$ cat config.mk
export PLATFORM = sky130hd
export DESIGN_NAME = fifo_queue_with_keyed_removal
export DESIGN_NICKNAME = d
export VERILOG_FILES = /design/src/hw/rtl/fqkr_pkg.sv /design/src/hw/rtl/fqkr_ctrl.sv /design/src/hw/rtl/fqkr_datapath.sv /design/src/hw/rtl/fifo_queue_with_keyed_removal.sv
export VERILOG_INCLUDE_DIRS = /design/src /design/src/hw/rtl
export SDC_FILE = /design/constraint.sdc
export NUM_CORES = 1
export LEC_CHECK = 0
export ABC_CLOCK_PERIOD_IN_PS = 9300
export BUFFER_PORTS_ARGS = -buffer_cell sky130_fd_sc_hd__buf_2
export CAP_MARGIN = 10
export CELL_PAD_IN_SITES_DETAIL_PLACEMENT = 1
export CELL_PAD_IN_SITES_GLOBAL_PLACEMENT = 1
export CORE_MARGIN = 2
export CORE_UTILIZATION = 51
export CTS_CLUSTER_DIAMETER = 30
export DETAILED_ROUTE_END_ITERATION = 16
export GPL_TIMING_DRIVEN = 1
export PLACE_DENSITY_LB_ADDON = 0.2
export SYNTH_ARGS = -nofsm -noshare
export SYNTH_HDL_FRONTEND = slang
export SYNTH_SLANG_ARGS = --single-unit
$ cat constraint.sdc
create_clock -name clk -period 9.3 [get_ports clk]
set_input_delay 0.93 -clock clk [delete_from_list [all_inputs] [get_ports clk]]
set_output_delay 0.93 -clock clk [all_outputs]
set_load 0.005 [all_outputs]
$ cat src/hw/rtl/fifo_queue_with_keyed_removal_defines.svh
// Assertion macros used by the keyed-removal queue datapath.
`ifndef FIFO_QUEUE_WITH_KEYED_REMOVAL_DEFINES_SVH
`define FIFO_QUEUE_WITH_KEYED_REMOVAL_DEFINES_SVH

`ifndef SYNTHESIS
`define FQKR_ASSERT_SAME(lbl, ante, cons) \
  lbl: assert property (@(posedge clk) disable iff (!rst_n) (ante) |-> (cons)) \
    else $error("queue assertion failed");
`define FQKR_ASSERT_NEXT(lbl, ante, cons) \
  lbl: assert property (@(posedge clk) disable iff (!rst_n) (ante) |=> (cons)) \
    else $error("queue assertion failed");
`else
`define FQKR_ASSERT_SAME(lbl, ante, cons)
`define FQKR_ASSERT_NEXT(lbl, ante, cons)
`endif

`endif

$ cat src/hw/rtl/fqkr_pkg.sv
// Shared constants, codes and command types for the keyed-removal queue.
package fqkr_pkg;

  localparam int DEPTH = 16;
  localparam int IDX_W = $clog2(DEPTH);
  localparam int CNT_W = $clog2(DEPTH + 1);
  localparam int ID_W  = 16;
  localparam int ACT_W = 3;
  localparam int ST_W  = 2;

  typedef enum logic [ACT_W-1:0] {
    ACT_ENQ  = 3'd0,
    ACT_DEQ  = 3'd1,
    ACT_PEEK = 3'd2,
    ACT_FIND = 3'd3,
    ACT_REM  = 3'd4
  } action_t;

  typedef enum logic [ST_W-1:0] {
    ST_OK   = 2'd0,
    ST_MISS = 2'd1,
    ST_FULL = 2'd2
  } status_t;

  typedef struct packed {
    logic load;
    logic exec;
  } dp_cmd_t;

endpackage

$ cat src/hw/rtl/fqkr_ctrl.sv
// Request sequencer: captures a request, then runs it and strobes the result.
module fqkr_ctrl
  import fqkr_pkg::*;
(
  input  logic    clk,
  input  logic    rst_n,
  input  logic    start,
  output logic    busy,
  output logic    out_valid,
  output dp_cmd_t cmd
);

  typedef enum logic {
    S_IDLE,
    S_EXEC
  } state_t;

  state_t state_r;
  logic   busy_r;
  logic   out_valid_r;

  always_ff @(posedge clk) begin
    if (!rst_n) begin
      state_r     <= S_IDLE;
      busy_r      <= 1'b0;
      out_valid_r <= 1'b0;
    end else begin
      out_valid_r <= 1'b0;
      case (state_r)
        S_IDLE: begin
          if (start) begin
            state_r <= S_EXEC;
            busy_r  <= 1'b1;
          end
        end
        S_EXEC: begin
          state_r     <= S_IDLE;
          busy_r      <= 1'b0;
          out_valid_r <= 1'b1;
        end
        default: begin
          state_r <= S_IDLE;
          busy_r  <= 1'b0;
        end
      endcase
    end
  end

  assign busy      = busy_r;
  assign out_valid = out_valid_r;
  assign cmd.load  = start && !busy_r;
  assign cmd.exec  = (state_r == S_EXEC);

endmodule

$ cat src/hw/rtl/fqkr_datapath.sv
// Queue storage with parallel key compare, gap-closing shift and result registers.
`include "fifo_queue_with_keyed_removal_defines.svh"
module fqkr_datapath
  import fqkr_pkg::*;
(
  input  logic             clk,
  input  logic             rst_n,
  input  dp_cmd_t          cmd,
  input  logic [ACT_W-1:0] in_action,
  input  logic [ID_W-1:0]  in_process_id,
  output logic [ST_W-1:0]  out_status,
  output logic [ID_W-1:0]  out_result_id,
  output logic [CNT_W-1:0] out_count
);

  localparam logic [CNT_W-1:0] FULL_CNT = CNT_W'(DEPTH);

  logic [ACT_W-1:0] act_r;
  logic [ID_W-1:0]  key_r;
  logic [ID_W-1:0]  ids_r [DEPTH];
  logic [ID_W-1:0]  ids_nxt [DEPTH];
  logic [CNT_W-1:0] count_r;
  logic [CNT_W-1:0] count_nxt;
  status_t          status_nxt;
  logic [ID_W-1:0]  rid_nxt;
  logic [ST_W-1:0]  res_status_r;
  logic [ID_W-1:0]  res_id_r;
  logic [CNT_W-1:0] res_count_r;

  logic [DEPTH-1:0] hit;
  logic             found;
  logic [IDX_W-1:0] pos;
  logic [IDX_W-1:0] shift_pos;
  logic             shift_en;

  always_comb begin
    found = 1'b0;
    pos   = '0;
    for (int i = 0; i < DEPTH; i++) begin
      hit[i] = (CNT_W'(i) < count_r) && (ids_r[i] == key_r);
    end
    for (int i = DEPTH - 1; i >= 0; i--) begin
      if (hit[i]) begin
        found = 1'b1;
        pos   = IDX_W'(i);
      end
    end
  end

  always_comb begin
    count_nxt  = count_r;
    status_nxt = ST_MISS;
    rid_nxt    = '0;
    shift_en   = 1'b0;
    shift_pos  = '0;
    case (action_t'(act_r))
      ACT_ENQ: begin
        if (count_r >= FULL_CNT) begin
          status_nxt = ST_FULL;
        end else begin
          status_nxt = ST_OK;
          count_nxt  = count_r + 1'b1;
        end
      end
      ACT_DEQ: begin
        if (count_r != '0) begin
          status_nxt = ST_OK;
          rid_nxt    = ids_r[0];
          shift_en   = 1'b1;
          count_nxt  = count_r - 1'b1;
        end
      end
      ACT_PEEK: begin
        if (count_r != '0) begin
          status_nxt = ST_OK;
          rid_nxt    = ids_r[0];
        end
      end
      ACT_FIND: begin
        if (found) begin
          status_nxt = ST_OK;
          rid_nxt    = key_r;
        end
      end
      ACT_REM: begin
        if (found) begin
          status_nxt = ST_OK;
          rid_nxt    = key_r;
          shift_en   = 1'b1;
          shift_pos  = pos;
          count_nxt  = count_r - 1'b1;
        end
      end
      default: begin
        status_nxt = ST_MISS;
      end
    endcase
  end

  always_comb begin
    for (int i = 0; i < DEPTH; i++) begin
      ids_nxt[i] = ids_r[i];
    end
    for (int i = 0; i < DEPTH - 1; i++) begin
      if (shift_en && (IDX_W'(i) >= shift_pos)) begin
        ids_nxt[i] = ids_r[i + 1];
      end
    end
    if ((action_t'(act_r) == ACT_ENQ) && (count_r < FULL_CNT)) begin
      ids_nxt[count_r[IDX_W-1:0]] = key_r;
    end
  end

  always_ff @(posedge clk) begin
    if (!rst_n) begin
      count_r <= '0;
    end else if (cmd.exec) begin
      count_r <= count_nxt;
    end
  end

  always_ff @(posedge clk) begin
    if (cmd.load) begin
      act_r <= in_action;
      key_r <= in_process_id;
    end
    if (cmd.exec) begin
      for (int i = 0; i < DEPTH; i++) begin
        ids_r[i] <= ids_nxt[i];
      end
      res_status_r <= status_nxt;
      res_id_r     <= rid_nxt;
      res_count_r  <= count_nxt;
    end
  end

  assign out_status    = res_status_r;
  assign out_result_id = res_id_r;
  assign out_count     = res_count_r;

  `FQKR_ASSERT_SAME(a_count_bound, 1'b1, count_r <= FULL_CNT)
  `FQKR_ASSERT_NEXT(a_full_flag, cmd.exec && (status_nxt == ST_FULL), res_count_r == FULL_CNT)
  `FQKR_ASSERT_NEXT(a_miss_zero, cmd.exec && (status_nxt != ST_OK), res_id_r == '0)
  `FQKR_ASSERT_NEXT(a_idle_hold, !cmd.exec, count_r == $past(count_r))

endmodule

$ cat src/hw/rtl/fifo_queue_with_keyed_removal.sv
// Top level of the ordered process-identifier queue with removal by key.
// A request is taken with start when busy is low, and the sequencer then
// runs it in its execute state against all queued entries
// at once (parallel key compare and a gap-closing shift), and the result
// appears on the out_ ports with out_valid high for exactly one cycle, in
// the cycle where busy has dropped again so the next request can be given.
// The receiver cannot stall: a result must be taken in the cycle it shows.
module fifo_queue_with_keyed_removal
  import fqkr_pkg::*;
(
  input  logic             clk,
  input  logic             rst_n,
  input  logic             start,
  output logic             busy,
  input  logic [ACT_W-1:0] in_action,
  input  logic [ID_W-1:0]  in_process_id,
  output logic             out_valid,
  output logic [ST_W-1:0]  out_status,
  output logic [ID_W-1:0]  out_result_id,
  output logic [CNT_W-1:0] out_count
);

  dp_cmd_t cmd;

  fqkr_ctrl u_ctrl (
    .clk       (clk),
    .rst_n     (rst_n),
    .start     (start),
    .busy      (busy),
    .out_valid (out_valid),
    .cmd       (cmd)
  );

  fqkr_datapath u_datapath (
    .clk           (clk),
    .rst_n         (rst_n),
    .cmd           (cmd),
    .in_action     (in_action),
    .in_process_id (in_process_id),
    .out_status    (out_status),
    .out_result_id (out_result_id),
    .out_count     (out_count)
  );

endmodule

======== After elaboration in Yosys (flattened, before gate mapping) ========
Memories as Yosys holds them, arrays and structs flattened.
Cells that the tools add are included.
word-level totals
  bits in writable memories ............... 256
  memories ................................ 1
  bits of input ports ..................... 22
  word-level logic and storage cells ...... 182
  register bits ........................... 50
cells by class
  $lt $le $gt $ge ......................... 35
  muxes and demuxes ....................... 73
  equality and inequality tests ........... 21
  $add $sub $neg .......................... 2
  reductions and logical operators ........ 39
  bitwise operators ....................... 2
memories
  memory            words  width  rd ports  clocked after memory_dff  write ports  line                 text
  u_datapath.ids_r  16     16     16        0                         16           fqkr_datapath.sv:20  logic [ID_W-1:0] ids_r [DEPTH];
operators with widths
  operator             count
  $mux 16              18
  $bwmux 256           1
  $eq 16x16->1         16
  $mux 256             1
  $mux 4               18
  $demux 16 s4         1
  $lt 4x5->1 const A   8
  $logic_and 1x1->1    34
  $pmux 16 s2          1
  $ge 4x4->1 const A   7
  $mux 1               24
  $lt 3x5->1 const A   4
  $ge 3x4->1 const A   4
  $mux 5               3
  $pmux 5 s3           1
  $ge 5x5->1 const B   2
  $lt 1x5->1 const A   2
  $lt 2x5->1 const A   2
  $ge 1x4->1 const A   2
  $ge 2x4->1 const A   2
  $eq 3x2->1 const B   2
  $pmux 1 s2           3
  $pmux 2 s3           1
  $add 5x1->5 const B  1
  13 further kinds     14

======== Logic depth before layout (Yosys ltp) ========
An unclocked memory read counts as a cell.
  depth in word-level cells ............... 26
  gate-level depth with buffers ........... 16
  depth with buffers taken out ............ 11

======== By module ========
From an unflattened synthesis, not the netlist that was laid out.
unflattened totals
  cells, all modules ...................... 1,922
  area, all modules ....................... 19,478.7 um^2
modules (own cells, without submodules)
  module         sequential area each (um^2)  cells each  instances  area each (um^2)
  fqkr_datapath  9,048.7                      1,913       1          19,373.6
  fqkr_ctrl      60.1                         9           1          105.1

======== Worst setup path after synthesis ========
No wires, ideal clock.
  path kind ............................... register -> register
  start ................................... reg u_ctrl.state_r
  end ..................................... reg with a tool-made name
  data arrival time ....................... 7,041 ps
  required time ........................... 8,926 ps
  path buffers ............................ 1
  stages on the path, launching flop included .. 3
  slack ................................... 1,885 ps
  period minus slack after synthesis ...... 7,415 ps
  path through ............................ dfxtp_1 clkbuf_1 and3_1
RTL lines
  element                   line             text
  start: declaration        fqkr_ctrl.sv:18  state_t state_r;
  start signal: assignment  fqkr_ctrl.sv:24  state_r <= S_IDLE;
  start signal: assignment  fqkr_ctrl.sv:32  state_r <= S_EXEC;
  start signal: assignment  fqkr_ctrl.sv:37  state_r <= S_IDLE;

==> metrics.md <==
| Metric | Value |
|---|---|
| Cells after Synth | 2,086 |
| Crit path time final | 5.186 ns |
| Die width | 202.9 µm |
| Compound-Gate Fraction of Synth Area | 0.1515 |
| Layout area overhead | 15.68% |
| Post-Syn Area | 0.02018 mm² |
| PwrDens | 218.3 mW/mm² |
| Crit. End Element | register |
| Wl on met1 | 30,470 µm |
| Largest family of logic cells by synthesized area | simple AND/OR/NAND/NOR gates |
| Area post-placement | 0.02045 mm² |
| DR top layer | met4 |
| Filler cells | 4,201 |
| Layout cells sized above 1 | 0.1330 |
| Die ar. | 0.04117 mm² |
| First-pass GRT wire length | 109,600 µm |
| Pleak | 8.656 nW |
| Crit share post-route | 0.5577 |
| WL/cell | 27.18 µm |
| Syn Area/Cell | 9.674 µm² |
| Antenna diodes | 0 |
| Max-cap viol count | 0 |
| Port Buffers | 46 |
| Remaining Overflow, GRT | 0 |
| Vias | 17.29k |
| CP bufs+invs | 2 |
| Post-Syn Nets | 2,112 |
| WS Path Type | register to register |
| Residual DRC | 0 |
| Nets@finish | 2,107 |
| Netlist cell types | 80 |
| TritonRoute pass-1 iters | 6 |
| Slew Limit Fails | 0 |
| Arr. time, crit path | 5.45 ns |
| Crit path required time | 9.56 ns |
| Clock-pin slew on the worst setup and hold paths | 0.04 ns |
| Starting density of the core | 0.5197 |
| Post-Synth XOR/XNOR Area | 0.1133 |
| Synth Flop Type | edfxtp_1 |
| Yosys warning count | 0 |
| Startpoint Class | register |
| CP Cell Sequence | buf_4, xor2_1, nor4_1, nand2_1, nor3_1, or3_1, nor3_1, o21a_1, buf_4, o31ai_4, mux2i_1, a21oi_1 |
| CTS Sinks | 306 |
| Ys async rst share | 0 |
| Crit-path max cell delay | 0.95 ns |
| CP max FO | 34 |
| Post-CTS Setup Inserts | 0 |
| Top-area cell type share of the netlist area | 0.4435 |
| Fmax achieved | 192.8 MHz |
| Metal2 WL | 34,120 µm |
| I/O pins | 47 |
| Cell depth of the worst hold path | 1 |
| Worst IR drop on VDD | 0.2390 mV |
| Post-Route Skew | 0.02187 ns |
| Leading area contributor after synthesis | edfxtp_1 |
| Synth top area cells | edfxtp_1 44%, xnor2_1 6.0%, mux2i_1 5.7% |
| Status | complete, no violations |
| Std cell rows | 72 |
| Max H-tree Level | 3 |
| Worst path top cell family by delay | simple AND/OR/NAND/NOR gates |
| DRT antenna net count | 0 |
| Mux contribution to synthesized area | 0.05655 |
| CTS tree | yes |
| # setup viols final | 0 |
| Slew @ Worst Pin | 1.421 ns |
| Crit path depth | 12 |
| Post-synth EDFFs | 298 |
| Final HPWL DP | 45,270 µm |
| Worst slew margin | 0.05282 |
| Via density | 6.480 |
| Initial antenna violation count | 0 |
| Design Area, Final | 0.02334 mm² |
| Core ar. | 0.03883 mm² |
| Synth Register Bits | 306 |
| Final Wtd Congestion | 0.9479 |
| 1st-iter DRT viols | 1,967 |
| Cts hold-fix bufs | 0 |
| Resized cells post-CTS | 0 |
| Setup TNS | 0 ns |
| Final hold vios | 0 |
| Worst Reg2Reg Path Length in Cells | 12 |
| Die H | 202.9 µm |
| Inserted Clock Buffers | 83 |
| Metal3 WL | 5272 µm |
| Vias in the first global route | 17.87k |
| Worst hold path class | primary input to register |
| Gr usage total | 0.3485 |
| Simple-gate area share of the yosys netlist | 0.1675 |
| Synth Area in Adders | 0.002976 |
| Slowest CP cell | o31ai_4 |
| Worst-Skew Late Latency | 0.60 ns |
| Unrepaired setup endpoints after global routing | false |
| Clock buffer depth | 3 |
| Largest net degree at the start of global routing | 186 |
| Root buf cell | clkbuf_16 |
| WL final | 72,550 µm |
| Final core utilization | 0.6012 |
| Post-synthesis sequential area ratio | 0.4514 |
## cells in the final DEF, fill, tap and decap left out, drive strengths merged, types with 7 or more instances in the layout
cell type / instances
or2: 25
inv: 76
o21ai: 98
nor2b: 8
a211oi: 7
a221oi: 18
or3: 15
nor4b: 19
buf: 79
bufinv: 14
o221a: 16
a31oi: 23
a21oi: 214
nand4: 60
nand2b: 7
clkinv: 31
clkbuf: 98
nor2: 251
a22o: 17
xor2: 122
dfxtp: 8
nand2: 149
nor4: 42
o31a: 16
o21a: 39
nor3: 24
edfxtp: 298
and3: 10
clkinvlp: 7
mux2i: 114
nand3: 21
and4: 10
xnor2: 139
## synthesized netlist by cell type (58+ instances only)
library cell	n
a21oi_1	212
clkbuf_1	94
edfxtp_1	298
inv_1	71
mux2i_1	114
nand2_1	148
nand4_1	58
nor2_1	251
o21ai_0	95
xnor2_1	139
xor2_1	122
## path summary, 6_finish.rpt
kind	slack [ns]	start	to
hold / removal	0.51	in_process_id[3]	u_datapath.key_r[3]$_DFFE_PP_
setup reg to reg	4.11	u_datapath.key_r[15]$_DFFE_PP_	u_datapath.ids_r[1][13]$_DFFE_PP_
setup / recovery	4.11	u_datapath.key_r[15]$_DFFE_PP_	u_datapath.ids_r[1][13]$_DFFE_PP_
hold reg to reg	0.58	u_ctrl.busy$_SDFFE_PN0P_	u_ctrl.busy$_SDFFE_PN0P_
## through the flow
step	instances	power, mW	hold WS, ns	worst slack, ns
final	2669	5.096	0.5082	4.114
after global routing	2669	5.218	0.4924	3.973
after CTS	2668	5.101	0.4876	4.230
after detailed placement	2513	2.123	0.5094	4.380
after global placement	2513	2.100	0.4954	4.551
after floorplan	2086	1.995	0.4206	1.885
## routing by layer
metal | GRT usage | vias up
met5 | 0 | -
met4 | 0.1423 | 0
met3 | 0.05762 | 195
met2 | 0.5658 | 804
met1 | 0.4652 | 8718
li1 | - | 7577
## final cells by class
class / count / area [µm²] / share of cell area
Inverter: 71 / 266.5 / 0.01142
Timing Repair Buffer: 79 / 490.5 / 0.02101
Sequential cell: 306 / 9112 / 0.3904
Clock buffer: 98 / 2197 / 0.09412
Tap cell: 518 / 648.1 / 0.02776
Multi-Input combinational cell: 1540 / 9940 / 0.4258
Clock inverter: 57 / 689.4 / 0.02953
## flip-flops by register name (all words and copies together) (netlist names), named ones only
register / flops
u_datapath.ids_r: 240
u_datapath.key_r: 16
u_datapath.out_result_id: 16
u_datapath.count_r: 5
u_datapath.out_count: 5
u_datapath.act_r: 3
u_datapath.out_status: 2
u_ctrl.busy: 1
u_ctrl.out_valid: 1
u_ctrl.state_r: 1
## logic make-up after synthesis
logic type                 after synthesis
xor gates and xnor gates               261
DFF                                    306
muxes                                  114
and+or+nand+nor                        677
AOI/OAI and AO/OA                      483
adders and majority gates                5
buffers and inverters                  240
## worst register-to-register path, stage by stage (launching register included)
cell and delay, ns:
edfxtp_1 0.35, buf_4 0.60, xor2_1 0.20, nor4_1 0.50, nand2_1 0.22, nor3_1 0.78
or3_1 0.25, nor3_1 0.08, o21a_1 0.18, buf_4 0.25, o31ai_4 0.95, mux2i_1 0.33
a21oi_1 0.14
## where the power goes
part           internal (mW)  switching (mW)
sequential              1.60          0.0754
combinational          0.156           0.295
clock                   2.07           0.903
total                   3.82            1.27
(Power assumes the default switching activity.)
